`src/hdl/utf16d_pkg.sv`:
```
// Shared types and constants for the UTF-16 stream decoder.
package utf16d_pkg;

  localparam int unsigned QUEUE_DEPTH = 2;

  localparam int unsigned CP_W    = 21;
  localparam int unsigned UNITS_W = 2;
  localparam int unsigned WORD_W  = 16;
  localparam int unsigned HALF_W  = 10;

  localparam logic [CP_W-1:0]    CP_REPLACEMENT = 21'h00FFFD;
  localparam logic [CP_W-1:0]    SUPP_BASE      = 21'h010000;
  localparam logic [WORD_W-1:0]  SURR_MASK      = 16'hFC00;
  localparam logic [WORD_W-1:0]  SURR_HIGH      = 16'hD800;
  localparam logic [WORD_W-1:0]  SURR_LOW       = 16'hDC00;
  localparam logic [UNITS_W-1:0] UNITS_ONE      = 2'd1;
  localparam logic [UNITS_W-1:0] UNITS_TWO      = 2'd2;

  // One queue entry: a completed word, or a stream end on a half word.
  typedef struct packed {
    logic              half_end;
    logic              last;
    logic [WORD_W-1:0] word;
  } word_entry_t;

endpackage

```
`src/hdl/utf16_stream_decoder.sv`:
```
// UTF-16 stream decoder: one byte per cycle unless stalled, one code point per character.
//
// The decoder accepts one byte per clock cycle without pause as long as the
// result side keeps up. A byte that completes a word enters a two-entry word
// queue; the back end then pairs surrogates and loads the output register.
// An output stall fills the queue and then drops s_axis_tready_o. The
// end-of-stream byte (tlast) always yields exactly one result, with tlast set,
// and returns the decoder to the start of a new stream. The byte order register
// may only be changed while no request is in flight.
module utf16_stream_decoder
  import utf16d_pkg::*;
#(
  parameter int unsigned QueueDepth = QUEUE_DEPTH
) (
  input  logic        clk_i,
  input  logic        rst_ni,
  // Byte stream in.
  input  logic        s_axis_tvalid_i,
  output logic        s_axis_tready_o,
  input  logic [7:0]  s_axis_tdata_i,   // [7:0] data_byte
  input  logic        s_axis_tlast_i,   // end_of_stream
  // Code points out.
  output logic        m_axis_tvalid_o,
  input  logic        m_axis_tready_i,
  output logic [23:0] m_axis_tdata_o,   // [20:0] code_point, [22:21] units_used, [23] replaced
  output logic        m_axis_tlast_o,   // is_last
  // Configuration: big_endian_order.
  input  logic        cfg_valid_i,
  output logic        cfg_ready_o,
  input  logic        cfg_data_i
);

  logic               big_endian_q;
  logic               queue_ready;
  logic               push;
  word_entry_t        push_entry;
  logic               pop;
  logic               entry_valid;
  word_entry_t        entry;
  logic [CP_W-1:0]    code_point;
  logic [UNITS_W-1:0] units_used;
  logic               replaced;

  assign cfg_ready_o = 1'b1;

  always_ff @(posedge clk_i or negedge rst_ni) begin
    if (!rst_ni) begin
      big_endian_q <= 1'b0;
    end else if (cfg_valid_i) begin
      big_endian_q <= cfg_data_i;
    end
  end

  utf16d_front u_front (
    .clk_i           (clk_i),
    .rst_ni          (rst_ni),
    .big_endian_i    (big_endian_q),
    .byte_valid_i    (s_axis_tvalid_i),
    .byte_ready_o    (s_axis_tready_o),
    .data_byte_i     (s_axis_tdata_i),
    .end_of_stream_i (s_axis_tlast_i),
    .queue_ready_i   (queue_ready),
    .push_o          (push),
    .push_entry_o    (push_entry)
  );

  utf16d_fifo #(
    .Depth (QueueDepth)
  ) u_fifo (
    .clk_i        (clk_i),
    .rst_ni       (rst_ni),
    .push_i       (push),
    .push_entry_i (push_entry),
    .ready_o      (queue_ready),
    .pop_i        (pop),
    .valid_o      (entry_valid),
    .pop_entry_o  (entry)
  );

  utf16d_back u_back (
    .clk_i         (clk_i),
    .rst_ni        (rst_ni),
    .entry_valid_i (entry_valid),
    .entry_i       (entry),
    .pop_o         (pop),
    .res_valid_o   (m_axis_tvalid_o),
    .res_ready_i   (m_axis_tready_i),
    .code_point_o  (code_point),
    .units_used_o  (units_used),
    .replaced_o    (replaced),
    .is_last_o     (m_axis_tlast_o)
  );

  assign m_axis_tdata_o = {replaced, units_used, code_point};

endmodule

```
`src/hdl/utf16d_front.sv`:
```
// Front end: takes bytes, pairs them into words in the configured byte order.
module utf16d_front
  import utf16d_pkg::*;
(
  input  logic        clk_i,
  input  logic        rst_ni,
  input  logic        big_endian_i,
  input  logic        byte_valid_i,
  output logic        byte_ready_o,
  input  logic [7:0]  data_byte_i,
  input  logic        end_of_stream_i,
  input  logic        queue_ready_i,
  output logic        push_o,
  output word_entry_t push_entry_o
);

  logic       byte_waiting_q, byte_waiting_d;
  logic [7:0] held_byte_q, held_byte_d;
  logic       accept;

  assign byte_ready_o = queue_ready_i;
  assign accept       = byte_valid_i && queue_ready_i;

  always_comb begin
    byte_waiting_d = byte_waiting_q;
    held_byte_d    = held_byte_q;
    push_o         = 1'b0;
    push_entry_o.half_end = !byte_waiting_q;
    push_entry_o.last     = end_of_stream_i;
    push_entry_o.word     = big_endian_i ? {held_byte_q, data_byte_i}
                                         : {data_byte_i, held_byte_q};
    if (accept) begin
      if (byte_waiting_q || end_of_stream_i) begin
        push_o         = 1'b1;
        byte_waiting_d = 1'b0;
      end else begin
        held_byte_d    = data_byte_i;
        byte_waiting_d = 1'b1;
      end
    end
  end

  always_ff @(posedge clk_i or negedge rst_ni) begin
    if (!rst_ni) begin
      byte_waiting_q <= 1'b0;
      held_byte_q    <= '0;
    end else begin
      byte_waiting_q <= byte_waiting_d;
      held_byte_q    <= held_byte_d;
    end
  end

endmodule

```
`src/hdl/utf16d_fifo.sv`:
```
// Short word queue between the front end and the surrogate pairing back end.
module utf16d_fifo
  import utf16d_pkg::*;
#(
  parameter int unsigned Depth = QUEUE_DEPTH
) (
  input  logic        clk_i,
  input  logic        rst_ni,
  input  logic        push_i,
  input  word_entry_t push_entry_i,
  output logic        ready_o,
  input  logic        pop_i,
  output logic        valid_o,
  output word_entry_t pop_entry_o
);

  localparam int unsigned PtrW = (Depth > 1) ? $clog2(Depth) : 1;
  localparam int unsigned CntW = $clog2(Depth + 1);

  word_entry_t         slots_q [Depth];
  logic [PtrW-1:0]     wr_ptr_q, rd_ptr_q;
  logic [CntW-1:0]     count_q;

  assign ready_o     = (count_q != CntW'(Depth));
  assign valid_o     = (count_q != '0);
  assign pop_entry_o = slots_q[rd_ptr_q];

  always_ff @(posedge clk_i) begin
    if (push_i) begin
      slots_q[wr_ptr_q] <= push_entry_i;
    end
  end

  always_ff @(posedge clk_i or negedge rst_ni) begin
    if (!rst_ni) begin
      wr_ptr_q <= '0;
      rd_ptr_q <= '0;
      count_q  <= '0;
    end else begin
      if (push_i) begin
        wr_ptr_q <= (wr_ptr_q == PtrW'(Depth - 1)) ? '0 : wr_ptr_q + 1'b1;
      end
      if (pop_i) begin
        rd_ptr_q <= (rd_ptr_q == PtrW'(Depth - 1)) ? '0 : rd_ptr_q + 1'b1;
      end
      case ({push_i, pop_i})
        2'b10:   count_q <= count_q + 1'b1;
        2'b01:   count_q <= count_q - 1'b1;
        default: count_q <= count_q;
      endcase
    end
  end

endmodule

```
`src/hdl/utf16d_back.sv`:
```
// Back end: pairs surrogates, flags malformed input and holds the output register.
module utf16d_back
  import utf16d_pkg::*;
(
  input  logic               clk_i,
  input  logic               rst_ni,
  input  logic               entry_valid_i,
  input  word_entry_t        entry_i,
  output logic               pop_o,
  output logic               res_valid_o,
  input  logic               res_ready_i,
  output logic [CP_W-1:0]    code_point_o,
  output logic [UNITS_W-1:0] units_used_o,
  output logic               replaced_o,
  output logic               is_last_o
);

  logic               high_waiting_q, high_waiting_d;
  logic [HALF_W-1:0]  high_bits_q, high_bits_d;
  logic               out_valid_q, out_valid_d;
  logic [CP_W-1:0]    cp_q, cp_d;
  logic [UNITS_W-1:0] units_q, units_d;
  logic               repl_q, repl_d;
  logic               last_q, last_d;
  logic               res_valid;
  logic               out_free;
  logic               is_low, is_high;

  assign out_free = !out_valid_q || res_ready_i;
  assign pop_o    = entry_valid_i && out_free;
  assign is_low   = (entry_i.word & SURR_MASK) == SURR_LOW;
  assign is_high  = (entry_i.word & SURR_MASK) == SURR_HIGH;

  always_comb begin
    high_waiting_d = high_waiting_q;
    high_bits_d    = high_bits_q;
    res_valid      = 1'b0;
    cp_d           = CP_REPLACEMENT;
    units_d        = UNITS_ONE;
    repl_d         = 1'b1;
    last_d         = entry_i.last;
    if (pop_o) begin
      if (entry_i.half_end) begin
        // Stream ended on a half word; a pending high surrogate goes with it.
        res_valid      = 1'b1;
        units_d        = high_waiting_q ? UNITS_TWO : UNITS_ONE;
        last_d         = 1'b1;
        high_waiting_d = 1'b0;
      end else if (high_waiting_q) begin
        res_valid      = 1'b1;
        units_d        = UNITS_TWO;
        high_waiting_d = 1'b0;
        if (is_low) begin
          cp_d   = SUPP_BASE + CP_W'({high_bits_q, entry_i.word[HALF_W-1:0]});
          repl_d = 1'b0;
        end
      end else if (is_low) begin
        res_valid = 1'b1;
      end else if (is_high) begin
        if (entry_i.last) begin
          res_valid = 1'b1;
        end else begin
          high_waiting_d = 1'b1;
          high_bits_d    = entry_i.word[HALF_W-1:0];
        end
      end else begin
        res_valid = 1'b1;
        cp_d      = CP_W'(entry_i.word);
        repl_d    = 1'b0;
      end
    end
    out_valid_d = out_free ? res_valid : out_valid_q;
  end

  always_ff @(posedge clk_i or negedge rst_ni) begin
    if (!rst_ni) begin
      high_waiting_q <= 1'b0;
      high_bits_q    <= '0;
      out_valid_q    <= 1'b0;
    end else begin
      high_waiting_q <= high_waiting_d;
      high_bits_q    <= high_bits_d;
      out_valid_q    <= out_valid_d;
    end
  end

  always_ff @(posedge clk_i) begin
    if (res_valid) begin
      cp_q    <= cp_d;
      units_q <= units_d;
      repl_q  <= repl_d;
      last_q  <= last_d;
    end
  end

  assign res_valid_o  = out_valid_q;
  assign code_point_o = cp_q;
  assign units_used_o = units_q;
  assign replaced_o   = repl_q;
  assign is_last_o    = last_q;

  a_units_range: assert property (@(posedge clk_i) disable iff (!rst_ni)
    out_valid_q |-> (units_q == UNITS_ONE || units_q == UNITS_TWO))
    else $error("units_used outside one or two");

  a_repl_value: assert property (@(posedge clk_i) disable iff (!rst_ni)
    (out_valid_q && repl_q) |-> (cp_q == CP_REPLACEMENT))
    else $error("replaced result is not U+FFFD");

  a_pair_range: assert property (@(posedge clk_i) disable iff (!rst_ni)
    (out_valid_q && !repl_q && units_q == UNITS_TWO) |-> (cp_q >= SUPP_BASE))
    else $error("surrogate pair decoded below the supplementary planes");

  a_half_end_out: assert property (@(posedge clk_i) disable iff (!rst_ni)
    (pop_o && entry_i.half_end) |=> (out_valid_q && last_q && repl_q))
    else $error("half word at stream end gave no final replacement");

  a_last_clears: assert property (@(posedge clk_i) disable iff (!rst_ni)
    (pop_o && entry_i.last) |=> !high_waiting_q)
    else $error("surrogate still held after stream end");

endmodule
```
`config.mk`:
```
export PLATFORM = sky130hd
export DESIGN_NAME = utf16_stream_decoder
export DESIGN_NICKNAME = d
export VERILOG_FILES = /design/src/hdl/utf16d_pkg.sv /design/src/hdl/utf16_stream_decoder.sv /design/src/hdl/utf16d_front.sv /design/src/hdl/utf16d_fifo.sv /design/src/hdl/utf16d_back.sv
export SDC_FILE = /design/constraint.sdc
export NUM_CORES = 1
export LEC_CHECK = 0
export ABC_AREA = 0
export BUFFER_PORTS_ARGS = -buffer_cell sky130_fd_sc_hd__buf_2
export CORE_MARGIN = 1
export CORE_UTILIZATION = 62
export CTS_BUF_LIST = sky130_fd_sc_hd__clkbuf_16
export DETAILED_ROUTE_END_ITERATION = 6
export GPL_ROUTABILITY_DRIVEN = 0
export GPL_TIMING_DRIVEN = 0
export MAX_ROUTING_LAYER = met4
export PLACE_DENSITY_LB_ADDON = 0.2
export SETUP_SLACK_MARGIN = 0.02
export SYNTH_ARGS = -nofsm -noshare
export SYNTH_HDL_FRONTEND = slang
export SYNTH_SLANG_ARGS = --single-unit
```
`constraint.sdc`:
```
create_clock -name clk_i -period 5.7 [get_ports clk_i]
set_input_delay 0.855 -clock clk_i [delete_from_list [all_inputs] [get_ports clk_i]]
set_output_delay 0.855 -clock clk_i [all_outputs]
set_load 0.01 [all_outputs]
```
==> impl_metrics.env <==
export IMPL_crit_fanout=6
export IMPL_die_w_um=78.90
export IMPL_yosys_top_cells_area="edfxtp_1 (50%), dfrtp_1 (18%), mux2_2 (6.5%)"
export IMPL_grt_pass1_wl_um=10620
export IMPL_die_height_um=78.90
export IMPL_finalCritPeriodShare=0.3846
export IMPL_core_mm2=0.005608
export IMPL_syn_num_nets=264
export IMPL_syn_to_final_growth_pct=17.03
export IMPL_drive_gt1_frac=0.3082
export IMPL_dieArea_mm2=0.006224
export IMPL_cts_root_buf="clkbuf_16"
export IMPL_clock_sinks=87
export IMPL_routed_wirelength_um=6515
export IMPL_post_cts_buffers=0
export IMPL_grt_usage=0.2403
export IMPL_io_pins=43
export IMPL_clockBufferDepth=2
export IMPL_gr_total_overflow=0
export IMPL_p_seq_frac=0.446
export IMPL_synth_top_area_frac=0.4997
export IMPL_total_power_mw=2.284
export IMPL_first_iter_violations=138
export IMPL_netSwitchingPower_mw=0.6862
export IMPL_final_antenna_net_count=0
export IMPL_p_int_mw=1.598
export IMPL_ys_seq_area_frac=0.6771
export IMPL_numCtsBuffers=9
export IMPL_drc=0
export IMPL_cts_hold_buf=0
export IMPL_final_setup_viol_count=0
export IMPL_antenna_found_initial=0
export IMPL_fmax_ghz=0.4562
export IMPL_fin_skew_ps=6.020
export IMPL_worstSetupPathType="in2reg"
export IMPL_synth_top_cell_by_area="edfxtp_1"
export IMPL_max_stage_delay_ps=360
export IMPL_dp_hpwl_um=4225
export IMPL_rsz0062_at_grt="false"
export IMPL_ys_warn_count=0
export IMPL_finalCriticalPeriod_ps=2192
export IMPL_pwr_share_comb=0.294
export IMPL_crit_slowest_cell="clkbuf_1"
export IMPL_cts_tree="done"
export IMPL_vias=2146
export IMPL_cp_data_required_time_ps=5950
export IMPL_grt_pass1_vias=2154
export IMPL_hold_viol=0
export IMPL_maxSlewViolCount=0
export IMPL_leakage_nw=1.606
export IMPL_nFillCells=360
export IMPL_peakVddDrop_uv=345.2
export IMPL_critPathArrivalTime_ps=2440
export IMPL_regArea_mm2=0.002482
export IMPL_ys_types=42
export IMPL_syn_inst=247
export IMPL_clkTransAtPathRegs_ps=60
export IMPL_wl_per_cell_um=17.28
export IMPL_antenna_cells=0
export IMPL_syn_avg_cell_area_um2=14.84
export IMPL_final_nets=317
export IMPL_htreeDepth=3
export IMPL_outcome="finished clean"
export IMPL_port_buffers=41
export IMPL_p_sw_frac=0.3004
export IMPL_insertion_delay_ps=330
export IMPL_dr_pass1_iters=4
export IMPL_netlist_area_mm2=0.003666
export IMPL_tightest_slew_ps=905.8
export IMPL_min_path_type="reg2reg"
export IMPL_initial_core_util=0.6537
export IMPL_crit_chain="buf_2, nor2b_1, or2_2, clkbuf_1, inv_1, ha_1, nor2_1, xor2_1"
export IMPL_pwr_density_cell_mw_per_mm2=532.4
export IMPL_synth_seq_cells=87
export IMPL_grt_start_max_net_pins=27
export IMPL_multi_input_area_mm2=0.001085
export IMPL_setup_tns_final_ps=0
export IMPL_relSlewSlack=0.3955
export IMPL_rows=27
export IMPL_post_cts_resized_instances=0
export IMPL_clockPowerShare=0.260
export IMPL_cap_violations=0
export IMPL_start_kind="input pin"
export IMPL_endpoint_kind="flip-flop"
export IMPL_viasPerCell=5.692
## metrics by stage
step	cell area [µm²]	util	cells	setup WS, ps	hold WS [ps]
after floorplan	3666	-	247	2620	464.7
after global placement	3961	0.7064	360	2134	482.1
after detailed placement	3985	0.7106	361	3231	500.0
after CTS	4290	0.7651	377	3506	513.0
after global routing	4290	0.7651	377	3365	533.5
final	4290	0.7651	377	3508	511.2
## state kept, by name (all words and copies together) (netlist names)
register,flops
u_fifo.wr_ptr_q,1
u_front.byte_waiting_q,1
u_back.is_last_o,1
u_back.res_valid_o,1
u_back.units_used_o,2
u_fifo.slots_q,36
u_back.high_bits_q,10
u_fifo.rd_ptr_q,1
u_back.replaced_o,1
u_back.code_point_o,21
u_front.held_byte_q,8
u_back.high_waiting_q,1
u_fifo.count_q,2
big_endian_q,1
## cells in the mapped netlist
cell / number
a21oi_1: 13
nor2b_1: 2
or2_2: 1
inv_2: 1
a21oi_2: 1
inv_1: 6
ha_1: 2
buf_2: 2
a2111oi_4: 1
dfrtp_1: 26
mux2_2: 21
edfxtp_1: 61
nand3_1: 3
conb_1: 1
a2111o_1: 1
o31ai_4: 1
nor3_1: 4
a21boi_0: 1
xor2_1: 2
mux2_1: 8
buf_1: 1
xnor2_1: 5
and4b_1: 1
or3_1: 4
o31a_1: 4
clkbuf_1: 4
mux2_4: 1
o2111ai_2: 1
buf_4: 4
nor3b_1: 1
o211ai_1: 2
or2_1: 3
nor2_1: 24
or3_4: 1
buf_6: 2
a211oi_1: 1
nand2b_1: 1
nand2_1: 12
nand4_1: 1
mux2i_1: 14
a21o_1: 1
nand4b_1: 1
## critical path: cells and delay by family
family                     cells  cell delay [ps]
buffers and inverters          3              550
adders and majority gates      1              320
and+or+nand+nor                3              560
xor gates and xnor gates       1              170
## cell families (layout without fill, tap and decap cells)
logic type | after synthesis | in the layout | synth area share
AO/OA/AOI/OAI | 27 | 27 | 0.06041
XOR/XNOR | 7 | 7 | 0.01672
adder cells (fa/ha/maj) | 2 | 2 | 0.006825
buffers and inverters | 20 | 78 | 0.02935
flip-flops | 87 | 87 | 0.6771
multiplexers | 44 | 44 | 0.1314
other | 1 | 1 | 0.001023
AND/OR/NAND/NOR | 59 | 59 | 0.07714
## layout make-up
type | instances | share of cell area
Tap cell | 72 | 0.02100
Sequential cell | 87 | 0.5786
Clock buffer | 9 | 0.05249
Clock inverter | 7 | 0.01866
Buffer | 13 | 0.01896
Timing Repair Buffer | 42 | 0.05133
Inverter | 7 | 0.006124
Multi-Input combinational cell | 140 | 0.2528
## routing by layer
metal  wire (µm)  GRT usage  share of wire
met3         352    0.04943          0.054
met1        2829     0.3049           0.43
met5           0          -              0
met2        3266     0.3800           0.50
met4          66     0.1055          0.010
## final timing paths
check | start | to | slack [ps] | cells after the start
worst min-delay path | u_front.held_byte_q[1] | u_front.held_byte_q[1] | 510 | 1
max in group asynchronous | rst_ni | u_back.high_bits_q[7] | 4710 | 1
min in group asynchronous | rst_ni | u_front.held_byte_q[3] | 560 | 1
worst max register to register | u_fifo.rd_ptr_q | u_back.code_point_o[18] | 3520 | 6
worst min register to register | u_front.held_byte_q[1] | u_front.held_byte_q[1] | 510 | 1
worst max-delay path | m_axis_tready_i | u_fifo.count_q[1] | 3510 | 8
## placed cells by master (no fill, tap or decap), types with 2 or more instances in the layout
cell type  instances
o211ai_1           2
a21oi_2            2
clkbuf_1           4
clkinv_1           3
inv_1              7
dfrtp_1           26
nand2_1           12
mux2_1             8
xor2_1             2
buf_6              2
nor3_1             4
edfxtp_1          61
or2_1              3
bufinv_16          2
nor2b_1            2
nor2_1            22
buf_4              4
mux2i_1           14
mux2_2            21
buf_2             43
nor2_2             2
clkbuf_16          9
o31a_1             4
ha_1               2
xnor2_1            5
a21oi_1           12
or3_1              4
nand3_1            3
## power groups by stage
stage / combinational, mW / sequential [mW] / clock, mW
2_1_floorplan: 0.441 / 1.04 / 0
3_3_place_gp: 0.627 / 1.02 / 0
3_5_place_dp: 0.664 / 1.03 / 0
4_1_cts: 0.677 / 1.02 / 0.599
5_1_grt: 0.736 / 1.04 / 0.626
6_report: 0.672 / 1.02 / 0.593
(Power assumes the default switching activity.)
